File: src/rtl/core/contact_force_pressure_smoother_assert.svh
// assertion macros for the contact force pressure smoother
// expects clk and rst in the scope of the including module
`ifndef CONTACT_FORCE_PRESSURE_SMOOTHER_ASSERT_SVH
`define CONTACT_FORCE_PRESSURE_SMOOTHER_ASSERT_SVH

// condition holds at every edge out of reset
`define CFPS_ASSERT_ALWAYS(lbl, cond, msg) \
  lbl: assert property (@(posedge clk) disable iff (rst) (cond)) else $error(msg);

// consequent holds in the same cycle as the antecedent
`define CFPS_ASSERT_IMPL(lbl, ante, cons, msg) \
  lbl: assert property (@(posedge clk) disable iff (rst) (ante) |-> (cons)) else $error(msg);

// consequent holds in the cycle after the antecedent
`define CFPS_ASSERT_NEXT(lbl, ante, cons, msg) \
  lbl: assert property (@(posedge clk) disable iff (rst) (ante) |=> (cons)) else $error(msg);

`endif

File: src/rtl/core/cfps_pkg.sv
// shared types and fixed widths for the contact force pressure smoother
// no dependencies
package cfps_pkg;

  localparam int FORCE_W    = 24;
  localparam int GAIN_W     = 16;
  localparam int GAIN_FRAC  = 8;
  localparam int PRESSURE_W = 32;
  localparam int MAG_W      = 24;
  localparam int SQ_W       = 2 * MAG_W;
  localparam int PROD_W     = MAG_W + GAIN_W;
  localparam int ROOT_CW    = $clog2(MAG_W);

  localparam logic [GAIN_W-1:0] GAIN_RESET = 16'd256;

  localparam logic [1:0] AXIS_X = 2'd0;
  localparam logic [1:0] AXIS_Y = 2'd1;
  localparam logic [1:0] AXIS_Z = 2'd2;

  typedef struct packed {
    logic signed [FORCE_W-1:0] force_x;
    logic signed [FORCE_W-1:0] force_y;
    logic signed [FORCE_W-1:0] force_z;
    logic                      is_contact;
    logic                      last_of_message;
  } force_beat_t;

  typedef struct packed {
    logic [PRESSURE_W-1:0] pressure_mean;
    logic                  contact_seen;
    logic                  contacts_dropped;
  } result_beat_t;

endpackage

File: src/rtl/core/cfps_if.sv
// valid/ready channel interfaces for force beats, result beats and gain writes
// depends on cfps_pkg
interface cfps_force_if;
  logic                      valid;
  logic                      ready;
  cfps_pkg::force_beat_t     data;
  modport source (output valid, output data, input ready);
  modport sink   (input valid, input data, output ready);
endinterface

interface cfps_result_if;
  logic                      valid;
  logic                      ready;
  cfps_pkg::result_beat_t    data;
  modport source (output valid, output data, input ready);
  modport sink   (input valid, input data, output ready);
endinterface

interface cfps_cfg_if;
  logic                          valid;
  logic                          ready;
  logic [cfps_pkg::GAIN_W-1:0]   data;
  modport source (output valid, output data, input ready);
  modport sink   (input valid, input data, output ready);
endinterface

File: src/rtl/core/cfps_ram.sv
// generic single write, single read ram with registered read data
// no dependencies
module cfps_ram #(
  parameter int WIDTH = 33,
  parameter int DEPTH = 8
) (
  input  logic                                       clk,
  input  logic                                       we,
  input  logic [((DEPTH > 1) ? $clog2(DEPTH) : 1)-1:0] waddr,
  input  logic [WIDTH-1:0]                           wdata,
  input  logic                                       re,
  input  logic [((DEPTH > 1) ? $clog2(DEPTH) : 1)-1:0] raddr,
  output logic [WIDTH-1:0]                           rdata
);

  logic [WIDTH-1:0] mem [DEPTH];

  always_ff @(posedge clk) begin
    if (we) begin
      mem[waddr] <= wdata;
    end
    if (re) begin
      rdata <= mem[raddr];
    end
  end

endmodule

File: src/rtl/core/contact_force_pressure_smoother.sv
// contact force pressure smoother top level: message averaging, magnitude, window mean
// depends on cfps_pkg, cfps_if, cfps_ram and contact_force_pressure_smoother_assert.svh
//
//   channel   dir   payload                                         beat when
//   forces    in    force_x/y/z, is_contact, last_of_message        valid & ready
//   results   out   pressure_mean, contact_seen, contacts_dropped   valid & ready
//   cfg       in    scale_gain                                      valid & ready
//
// a beat that does not close a message only updates the message accumulation, and the block stays ready
// a closing beat with contacts runs the serial divider (one quotient bit a cycle, three
// axes in turn), the serial square root (one root bit a cycle), the gain multiply and
// the chunked mean multiply; a closing beat without contacts goes straight to the window
// update and the chunked mean multiply
// reset is synchronous; window entries carry valid bits, so there is no clearing pass
// a result waits in the output register while further beats of the next message enter
module contact_force_pressure_smoother #(
  parameter int WINDOW_DEPTH = 8,
  parameter int MAX_CONTACTS = 64
) (
  input  logic            clk,
  input  logic            rst,
  cfps_force_if.sink      forces,
  cfps_result_if.source   results,
  cfps_cfg_if.sink        cfg
);
  import cfps_pkg::*;

  localparam int CW  = $clog2(MAX_CONTACTS + 1);
  localparam int SW  = FORCE_W + $clog2(MAX_CONTACTS);
  localparam int WW  = $clog2(WINDOW_DEPTH + 1);
  localparam int TW  = PRESSURE_W + $clog2(WINDOW_DEPTH);
  localparam int DW  = SW;
  localparam int VW  = CW;
  localparam int SCW = $clog2(DW + 1);
  localparam int AW  = (WINDOW_DEPTH > 1) ? $clog2(WINDOW_DEPTH) : 1;
  localparam int EW  = PRESSURE_W + 1;
  localparam int RS  = TW + $clog2(WINDOW_DEPTH);
  localparam int RCW = 16;
  localparam int RCN = (RS + RCW) / RCW;
  localparam int RMW = RCN * RCW;
  localparam int MAW = TW + RMW;
  localparam logic [RMW-1:0] RECIP =
    RMW'(((64'd1 << RS) + 64'(WINDOW_DEPTH - 1)) / 64'(WINDOW_DEPTH));

  typedef enum logic [10:0] {
    S_IDLE  = 11'b000_0000_0001,
    S_DLOAD = 11'b000_0000_0010,
    S_DITER = 11'b000_0000_0100,
    S_MUL   = 11'b000_0000_1000,
    S_ACC   = 11'b000_0001_0000,
    S_SQRT  = 11'b000_0010_0000,
    S_GAIN  = 11'b000_0100_0000,
    S_WIN   = 11'b000_1000_0000,
    S_MLOAD = 11'b001_0000_0000,
    S_MITER = 11'b010_0000_0000,
    S_EMIT  = 11'b100_0000_0000
  } state_t;

  state_t state;

  logic [GAIN_W-1:0] gain;

  logic signed [SW-1:0] sum_x, sum_y, sum_z;
  logic signed [SW-1:0] sum_x_next, sum_y_next, sum_z_next;
  logic [CW-1:0]        msg_count, msg_count_next;
  logic                 overflow_seen, overflow_next;
  logic                 msg_has;
  logic                 accept;

  logic [1:0]           ax_sel;
  logic signed [SW-1:0] sel_sum;
  logic [SW-1:0]        sel_u, sel_abs;

  logic [DW-1:0]  div_quo, div_quo_step;
  logic [VW-1:0]  div_rem, div_rem_step, div_den;
  logic [VW:0]    div_sh;
  logic           div_ge;
  logic [SCW-1:0] div_cnt;

  logic [SQ_W-1:0]    sq_prod, sq_acc, sq_sum, sq_rad;
  logic [MAG_W+1:0]   sq_rem, sqrt_sh, sqrt_trial, sq_rem_step;
  logic [MAG_W-1:0]   sq_root, sq_root_step;
  logic               sqrt_ge;
  logic [ROOT_CW-1:0] sq_cnt;
  logic [PROD_W-1:0]  gain_prod;

  logic [WINDOW_DEPTH-1:0] win_valid;
  logic [AW-1:0]           wp;
  logic [TW-1:0]           win_total, total_next;
  logic [WW-1:0]           win_count, wcnt_next;
  logic [EW-1:0]           ram_rd;
  logic                    ram_we, ram_re;
  logic [PRESSURE_W-1:0]   old_p, sample;
  logic                    old_c;

  logic [RMW-1:0]     mean_rcp;
  logic [TW+RCW-1:0]  mean_pp;
  logic [MAW-1:0]     mean_acc, mean_acc_next;

  logic         out_valid;
  result_beat_t out_data;

  assign accept        = forces.valid && forces.ready;
  assign forces.ready  = (state == S_IDLE);
  assign cfg.ready     = 1'b1;
  assign results.valid = out_valid;
  assign results.data  = out_data;

  // per message accumulation
  always_comb begin
    sum_x_next     = sum_x;
    sum_y_next     = sum_y;
    sum_z_next     = sum_z;
    msg_count_next = msg_count;
    overflow_next  = overflow_seen;
    if (accept && forces.data.is_contact) begin
      if (msg_count < CW'(MAX_CONTACTS)) begin
        sum_x_next     = sum_x + SW'(forces.data.force_x);
        sum_y_next     = sum_y + SW'(forces.data.force_y);
        sum_z_next     = sum_z + SW'(forces.data.force_z);
        msg_count_next = msg_count + 1'b1;
      end else begin
        overflow_next = 1'b1;
      end
    end
  end

  always_comb begin
    case (ax_sel)
      AXIS_X:  sel_sum = sum_x;
      AXIS_Y:  sel_sum = sum_y;
      default: sel_sum = sum_z;
    endcase
    sel_u   = sel_sum;
    sel_abs = sel_u[SW-1] ? (~sel_u + 1'b1) : sel_u;
  end

  // restoring divider step
  always_comb begin
    div_sh       = {div_rem, div_quo[DW-1]};
    div_ge       = (div_sh >= {1'b0, div_den});
    div_rem_step = div_ge ? VW'(div_sh - {1'b0, div_den}) : div_sh[VW-1:0];
    div_quo_step = {div_quo[DW-2:0], div_ge};
  end

  // square root step, two radicand bits per cycle
  always_comb begin
    sqrt_sh      = {sq_rem[MAG_W-1:0], sq_rad[SQ_W-1 -: 2]};
    sqrt_trial   = {sq_root, 2'b01};
    sqrt_ge      = (sqrt_sh >= sqrt_trial);
    sq_rem_step  = sqrt_ge ? (sqrt_sh - sqrt_trial) : sqrt_sh;
    sq_root_step = {sq_root[MAG_W-2:0], sqrt_ge};
  end

  assign sq_sum = sq_acc + sq_prod;

  // window mean by reciprocal multiply, one chunk a cycle, top chunk first
  always_comb begin
    mean_pp       = win_total * mean_rcp[RMW-1 -: RCW];
    mean_acc_next = {mean_acc[MAW-RCW-1:0], {RCW{1'b0}}} + MAW'(mean_pp);
  end

  // window update
  always_comb begin
    old_p      = win_valid[wp] ? ram_rd[PRESSURE_W-1:0] : '0;
    old_c      = win_valid[wp] & ram_rd[PRESSURE_W];
    sample     = msg_has ? gain_prod[PROD_W-1:GAIN_FRAC] : '0;
    total_next = win_total - TW'(old_p) + TW'(sample);
    wcnt_next  = win_count - WW'(old_c) + WW'(msg_has);
  end

  assign ram_we = (state == S_WIN);
  assign ram_re = accept && forces.data.last_of_message;

  cfps_ram #(
    .WIDTH (EW),
    .DEPTH (WINDOW_DEPTH)
  ) u_win_ram (
    .clk   (clk),
    .we    (ram_we),
    .waddr (wp),
    .wdata ({msg_has, sample}),
    .re    (ram_re),
    .raddr (wp),
    .rdata (ram_rd)
  );

  always_ff @(posedge clk) begin
    if (rst) begin
      state         <= S_IDLE;
      gain          <= GAIN_RESET;
      sum_x         <= '0;
      sum_y         <= '0;
      sum_z         <= '0;
      msg_count     <= '0;
      overflow_seen <= 1'b0;
      win_valid     <= '0;
      wp            <= '0;
      win_total     <= '0;
      win_count     <= '0;
      out_valid     <= 1'b0;
    end else begin
      if (cfg.valid && cfg.ready) begin
        gain <= cfg.data;
      end
      if (state == S_EMIT && (!out_valid || results.ready)) begin
        out_valid <= 1'b1;
      end else if (results.ready) begin
        out_valid <= 1'b0;
      end
      case (state)
        S_IDLE: begin
          sum_x         <= sum_x_next;
          sum_y         <= sum_y_next;
          sum_z         <= sum_z_next;
          msg_count     <= msg_count_next;
          overflow_seen <= overflow_next;
          if (accept && forces.data.last_of_message) begin
            msg_has <= (msg_count_next != '0);
            sq_acc  <= '0;
            ax_sel  <= AXIS_X;
            state   <= (msg_count_next != '0) ? S_DLOAD : S_WIN;
          end
        end
        S_DLOAD: begin
          div_quo <= DW'(sel_abs);
          div_den <= VW'(msg_count);
          div_rem <= '0;
          div_cnt <= '0;
          state   <= S_DITER;
        end
        S_DITER: begin
          div_quo <= div_quo_step;
          div_rem <= div_rem_step;
          div_cnt <= div_cnt + 1'b1;
          if (div_cnt == SCW'(DW - 1)) begin
            state <= S_MUL;
          end
        end
        S_MUL: begin
          sq_prod <= div_quo[MAG_W-1:0] * div_quo[MAG_W-1:0];
          state   <= S_ACC;
        end
        S_ACC: begin
          sq_acc <= sq_sum;
          if (ax_sel == AXIS_Z) begin
            sq_rad  <= sq_sum;
            sq_rem  <= '0;
            sq_root <= '0;
            sq_cnt  <= '0;
            state   <= S_SQRT;
          end else begin
            ax_sel <= ax_sel + 1'b1;
            state  <= S_DLOAD;
          end
        end
        S_SQRT: begin
          sq_rad  <= {sq_rad[SQ_W-3:0], 2'b00};
          sq_rem  <= sq_rem_step;
          sq_root <= sq_root_step;
          sq_cnt  <= sq_cnt + 1'b1;
          if (sq_cnt == ROOT_CW'(MAG_W - 1)) begin
            state <= S_GAIN;
          end
        end
        S_GAIN: begin
          gain_prod <= sq_root * gain;
          state     <= S_WIN;
        end
        S_WIN: begin
          win_total     <= total_next;
          win_count     <= wcnt_next;
          win_valid[wp] <= 1'b1;
          wp            <= (wp == AW'(WINDOW_DEPTH - 1)) ? '0 : wp + 1'b1;
          state         <= S_MLOAD;
        end
        S_MLOAD: begin
          mean_acc <= '0;
          mean_rcp <= RECIP;
          div_cnt  <= '0;
          state    <= S_MITER;
        end
        S_MITER: begin
          mean_acc <= mean_acc_next;
          mean_rcp <= {mean_rcp[RMW-RCW-1:0], {RCW{1'b0}}};
          div_cnt  <= div_cnt + 1'b1;
          if (div_cnt == SCW'(RCN - 1)) begin
            state <= S_EMIT;
          end
        end
        S_EMIT: begin
          if (!out_valid || results.ready) begin
            out_data.pressure_mean    <= mean_acc[RS +: PRESSURE_W];
            out_data.contact_seen     <= (win_count != '0);
            out_data.contacts_dropped <= overflow_seen;
            sum_x                     <= '0;
            sum_y                     <= '0;
            sum_z                     <= '0;
            msg_count                 <= '0;
            overflow_seen             <= 1'b0;
            state                     <= S_IDLE;
          end
        end
        default: begin
          state <= S_IDLE;
        end
      endcase
    end
  end

`include "contact_force_pressure_smoother_assert.svh"

  `CFPS_ASSERT_ALWAYS(a_count_bound, msg_count <= CW'(MAX_CONTACTS), "contact count past bound")
  `CFPS_ASSERT_ALWAYS(a_win_count, win_count <= $countones(win_valid), "window contact count off")
  `CFPS_ASSERT_IMPL(a_div_rem, (state == S_DITER), div_rem < div_den, "divider remainder not below divisor")
  `CFPS_ASSERT_NEXT(a_emit, (state == S_EMIT && (!out_valid || results.ready)), (out_valid && state == S_IDLE), "result beat not loaded")

endmodule

File: src/flat_wrapper.sv
// flat-port wrapper written by rule: the top's interface ports become plain ports
module contact_force_pressure_smoother_flat import cfps_pkg::*;
#(
  parameter int WINDOW_DEPTH = 8,
  parameter int MAX_CONTACTS = 64
)
  (clk, rst, forces_valid, forces_data, forces_ready, results_valid, results_data, results_ready, cfg_valid, cfg_data, cfg_ready);
  cfps_force_if forces_i ();
  cfps_result_if results_i ();
  cfps_cfg_if cfg_i ();
  input  logic clk;
  input  logic rst;
  input wire logic [$bits(forces_i.valid)-1:0] forces_valid;
  input wire logic [$bits(forces_i.data)-1:0] forces_data;
  output wire logic [$bits(forces_i.ready)-1:0] forces_ready;
  output wire logic [$bits(results_i.valid)-1:0] results_valid;
  output wire logic [$bits(results_i.data)-1:0] results_data;
  input wire logic [$bits(results_i.ready)-1:0] results_ready;
  input wire logic [$bits(cfg_i.valid)-1:0] cfg_valid;
  input wire logic [$bits(cfg_i.data)-1:0] cfg_data;
  output wire logic [$bits(cfg_i.ready)-1:0] cfg_ready;
  assign forces_i.valid = forces_valid;
  assign forces_i.data = forces_data;
  assign forces_ready = forces_i.ready;
  assign results_valid = results_i.valid;
  assign results_data = results_i.data;
  assign results_i.ready = results_ready;
  assign cfg_i.valid = cfg_valid;
  assign cfg_i.data = cfg_data;
  assign cfg_ready = cfg_i.ready;
  contact_force_pressure_smoother #(.WINDOW_DEPTH(WINDOW_DEPTH), .MAX_CONTACTS(MAX_CONTACTS)) u_core (.clk(clk), .rst(rst), .forces(forces_i), .results(results_i), .cfg(cfg_i));
endmodule
File: config.mk
export PLATFORM = sky130hd
export DESIGN_NAME = contact_force_pressure_smoother_flat
export DESIGN_NICKNAME = d
export VERILOG_FILES = /design/src/rtl/core/cfps_pkg.sv /design/src/rtl/core/cfps_if.sv /design/src/rtl/core/cfps_ram.sv /design/src/rtl/core/contact_force_pressure_smoother.sv /design/src/flat_wrapper.sv
export VERILOG_INCLUDE_DIRS = /design/src /design/src/rtl/core
export SDC_FILE = /design/constraint.sdc
export NUM_CORES = 2
export LEC_CHECK = 0
export BUFFER_PORTS_ARGS = -buffer_cell sky130_fd_sc_hd__buf_2
export CAP_MARGIN = 20
export CORE_ASPECT_RATIO = 0.8
export CORE_MARGIN = 4
export CORE_UTILIZATION = 40
export DETAILED_ROUTE_END_ITERATION = 10
export GPL_ROUTABILITY_DRIVEN = 0
export SLEW_MARGIN = 20
export SYNTH_ARGS = -nofsm -noshare
export SYNTH_HDL_FRONTEND = slang
export SYNTH_SLANG_ARGS = --single-unit
File: constraint.sdc
create_clock -name clk -period 11.6 [get_ports clk]
set_input_delay 0.58 -clock clk [delete_from_list [all_inputs] [get_ports clk]]
set_output_delay 0.58 -clock clk [all_outputs]
set_load 0.005 [all_outputs]
==> flow_metrics.env <==
export IMPL_synthTopCellsByCount="inv_1 (1173), nand2_1 (772), fa_1 (765), edfxtp_1 (679), ha_1 (560)"
export IMPL_synth_area_mm2=0.0723
export IMPL_p_comb_share_pct=47.6
export IMPL_peakVddDrop_uv=219
export IMPL_critPathKind="reg -> reg"
export IMPL_ys_warn_count=0
export IMPL_period_needed_ns=8.69
export IMPL_viasPerCell=5.21
export IMPL_synthDistinctLibCells=80
export IMPL_tightest_slew_ns=1.13
export IMPL_syn_area_per_cell_um2=9.98
export IMPL_wl_per_cell_um=18.9
export IMPL_synth_edf_count=679
export IMPL_power_density_mw_per_mm2=167
export IMPL_clk_path_buf_depth=3
export IMPL_ys_ff_latch=855
export IMPL_cts_resized=0
export IMPL_synthCells=7246
export IMPL_hp_class="in -> reg"
export IMPL_fin_crit_sh_pct=74.9
export IMPL_hold_buffers=0
export IMPL_min_to="u_core.gain[6]"
export IMPL_hold_path_startpoint="cfg_data[6]"
export IMPL_cap_violations=0
export IMPL_power_leakage_nw=34.9
export IMPL_crit_arrival_ns=9.13
export IMPL_netlist_area_leader_share_pct=28.2
export IMPL_dp_slack_ns=3.03
export IMPL_r2r_start="u_core.div_quo[5]"
export IMPL_crit_path_end_kind="register"
export IMPL_fin_util_pct=43.9
export IMPL_final_seq_area_mm2=0.0239
export IMPL_grt_start_max_net_pins=87
export IMPL_power_frac_clock_pct=23.2
export IMPL_status="finished clean"
export IMPL_clkTransAtPathRegs_ns=0.06
export IMPL_total_power_mw=13.1
export IMPL_die_h_um=388
export IMPL_power_switching_mw=5.08
export IMPL_setup_tns_ns=0
export IMPL_rr_endpoint="u_core.sq_prod[46]"
export IMPL_ys_seq_area_share_pct=33.1
export IMPL_clkLatencyLatePin_ns=0.72
export IMPL_drt_first_iter_violations=3688
export IMPL_ant_nets=0
export IMPL_nets=8699
export IMPL_synth_ff_type="edfxtp_1"
export IMPL_final_cells=9757
export IMPL_timing_hold_ws_ns=0.136
export IMPL_yosysTopAreaCell="edfxtp_1"
export IMPL_route_detailed_drc=0
export IMPL_start_util_pct=40.3
export IMPL_synth_area_leaders="edfxtp_1 (28%), fa_1 (21%), ha_1 (9.7%)"
export IMPL_grtUsageTotal_pct=19.6
export IMPL_hold_viol_final=0
export IMPL_holdPathStages=3
export IMPL_syn2layout_area_growth_pct=9.04
export IMPL_setup_viol=0
export IMPL_ioPinCount=132
export IMPL_antenna_found_initial=1
export IMPL_skew_ns=0.0594
export IMPL_cts_sinks=855
export IMPL_synthArstFlopShare_pct=0
export IMPL_portBuffers=130
export IMPL_start_kind="register"
export IMPL_dpl_hpwl_mm=135
export IMPL_grt_overflow_total=0
export IMPL_reg2reg_depth=26
export IMPL_drv_slew=0
export IMPL_p_int_mw=8.05
export IMPL_rsz0062_at_grt="false"
export IMPL_htreeDepth=3
export IMPL_post_dp_cell_area_mm2=0.0757
export IMPL_dieArea_mm2=0.188
export IMPL_r2r_setup_slack_ns=2.91
export IMPL_power_frac_seq_pct=29.2
export IMPL_cp_max_fo=26
export IMPL_grt_pass1_vias=52300
export IMPL_multi_input_area_mm2=0.0430
export IMPL_num_vias=50800
export IMPL_die_w_um=483
export IMPL_synth_fp_nets=8666
export IMPL_drive_gt1_share_pct=5.78
export IMPL_swShare_pct=38.7
export IMPL_cts_root_buffer="clkbuf_16"
export IMPL_fmax_mhz=115
export IMPL_final_setup_worst_slack_ns=2.91
export IMPL_grt_pass1_wl_mm=295
export IMPL_dp_cells=9579
export IMPL_rows=139
export IMPL_cts_tree="done"
export IMPL_final_area_mm2=0.0789
export IMPL_fillers=17100
export IMPL_cp_required_ns=12.04
export IMPL_yosysMostFrequentCell="inv_1"
export IMPL_firstDrtPassIters=6
export IMPL_cts_made_buffers=94
export IMPL_cts_setup_buffers=0
export IMPL_wl_mm=184
export IMPL_coreArea_mm2=0.180
export IMPL_slew_headroom_pct=24.8
==> registers in the layout (all words and copies together), names as in the netlist, 8 cells and up <==
name                    count
u_core.sum_y               30
u_core.sq_root             24
u_core.results.data        34
u_core.win_valid            8
u_core.gain                16
u_core.u_win_ram.mem      264
u_core.sq_prod             47
u_core.win_total           35
u_core.gain_prod           32
u_core.sq_rad              48
u_core.sq_acc              48
u_core.mean_acc            67
u_core.state               11
u_core.u_win_ram.rdata     33
u_core.sum_z               30
u_core.sum_x               30
u_core.div_quo             30
u_core.sq_rem              24
==> worst max path at each step <==
stage	from	endpoint	slack, ns	cells past startpoint
2_1_floorplan	u_core.div_quo[14]	u_core.sq_prod[46]	4.22	29
3_3_place_gp	u_core.div_quo[10]	u_core.sq_prod[47]	3.30	26
3_5_place_dp	u_core.div_quo[5]	u_core.sq_prod[46]	3.03	26
4_1_cts	u_core.div_quo[5]	u_core.sq_prod[46]	3.00	26
5_1_grt	u_core.div_quo[10]	u_core.sq_prod[47]	2.47	26
6_report	u_core.div_quo[5]	u_core.sq_prod[46]	2.91	26
==> cell families (layout without fill, tap and decap cells) <==
kind of cell               count (synthesis)  after routing  synth area share [%]
AOI/OAI and AO/OA                       1227           1227                  10.8
adders and majority gates               1325           1325                  30.9
buffers and inverters                   1460           1572                  7.59
xor gates and xnor gates                 329            329                  3.98
DFF                                      855            855                  33.1
and+or+nand+nor                         2006           2006                  13.1
muxes                                     43             43                 0.600
other                                      1              3               0.00519
==> cells in the final DEF, fill, tap and decap left out, types with 53 or more instances in the layout <==
cell type     n
nor3_1       53
nor2_1      414
buf_2       129
fa_1        765
inv_1      1173
and2_1      281
dfxtp_1     174
clkbuf_16    95
ha_1        560
xnor2_1     196
buf_4        93
edfxtp_1    679
nand3_1      99
nand4_1      75
a22oi_1     142
o21ai_0     231
nand2_1     772
and3_1       62
nor2b_1      77
xor2_1      133
a21o_1      169
a21oi_1     389
==> layer usage <==
metal	global-route usage, %	vias to the layer above	part of all wire [%]
met5	0	-	0.0071
met4	4.35	2	2.1
met3	3.46	201	6.4
met2	30.1	1383	44
met1	29.0	25200	48
li1	-	24100	-
==> power groups by stage <==
stage	registers [mW]	clock network, mW	logic, mW
global placement	3.89	0	6.18
global route	3.84	3.26	7.11
finish	3.83	3.05	6.25
floorplan	3.84	0	4.77
CTS	3.83	3.14	6.29
detailed placement	3.89	0	6.23
==> layout make-up <==
type                       count  share of cell area, %
clock inverter                55                  0.746
timing repair buffer         224                   1.75
inverter                    1173                   5.58
multi-input combinational   4931                   54.6
clock buffer                 120                   3.18
tap                         2397                   3.80
antenna                        2                0.00635
sequential                   855                   30.3
==> worst max-delay path, cell delays in order (launching register included) <==
cell and delay, ns:
edfxtp_1 1.08, nand2_1 0.20, fa_1 0.57, inv_1 0.07, fa_1 0.49, inv_1 0.06
fa_1 0.51, fa_1 0.51, inv_1 0.05, fa_1 0.49, fa_1 0.49, inv_1 0.05
fa_1 0.48, inv_1 0.04, ha_1 0.35, a21o_1 0.19, a21o_1 0.19, a2111oi_0 0.28
a21boi_0 0.39, o21ai_0 0.28, a22o_1 0.30, a31o_2 0.31, a41oi_1 0.31, o21ai_0 0.13
a21oi_1 0.25, o21ai_0 0.17, xor2_1 0.17
(Power assumes the default switching activity.)
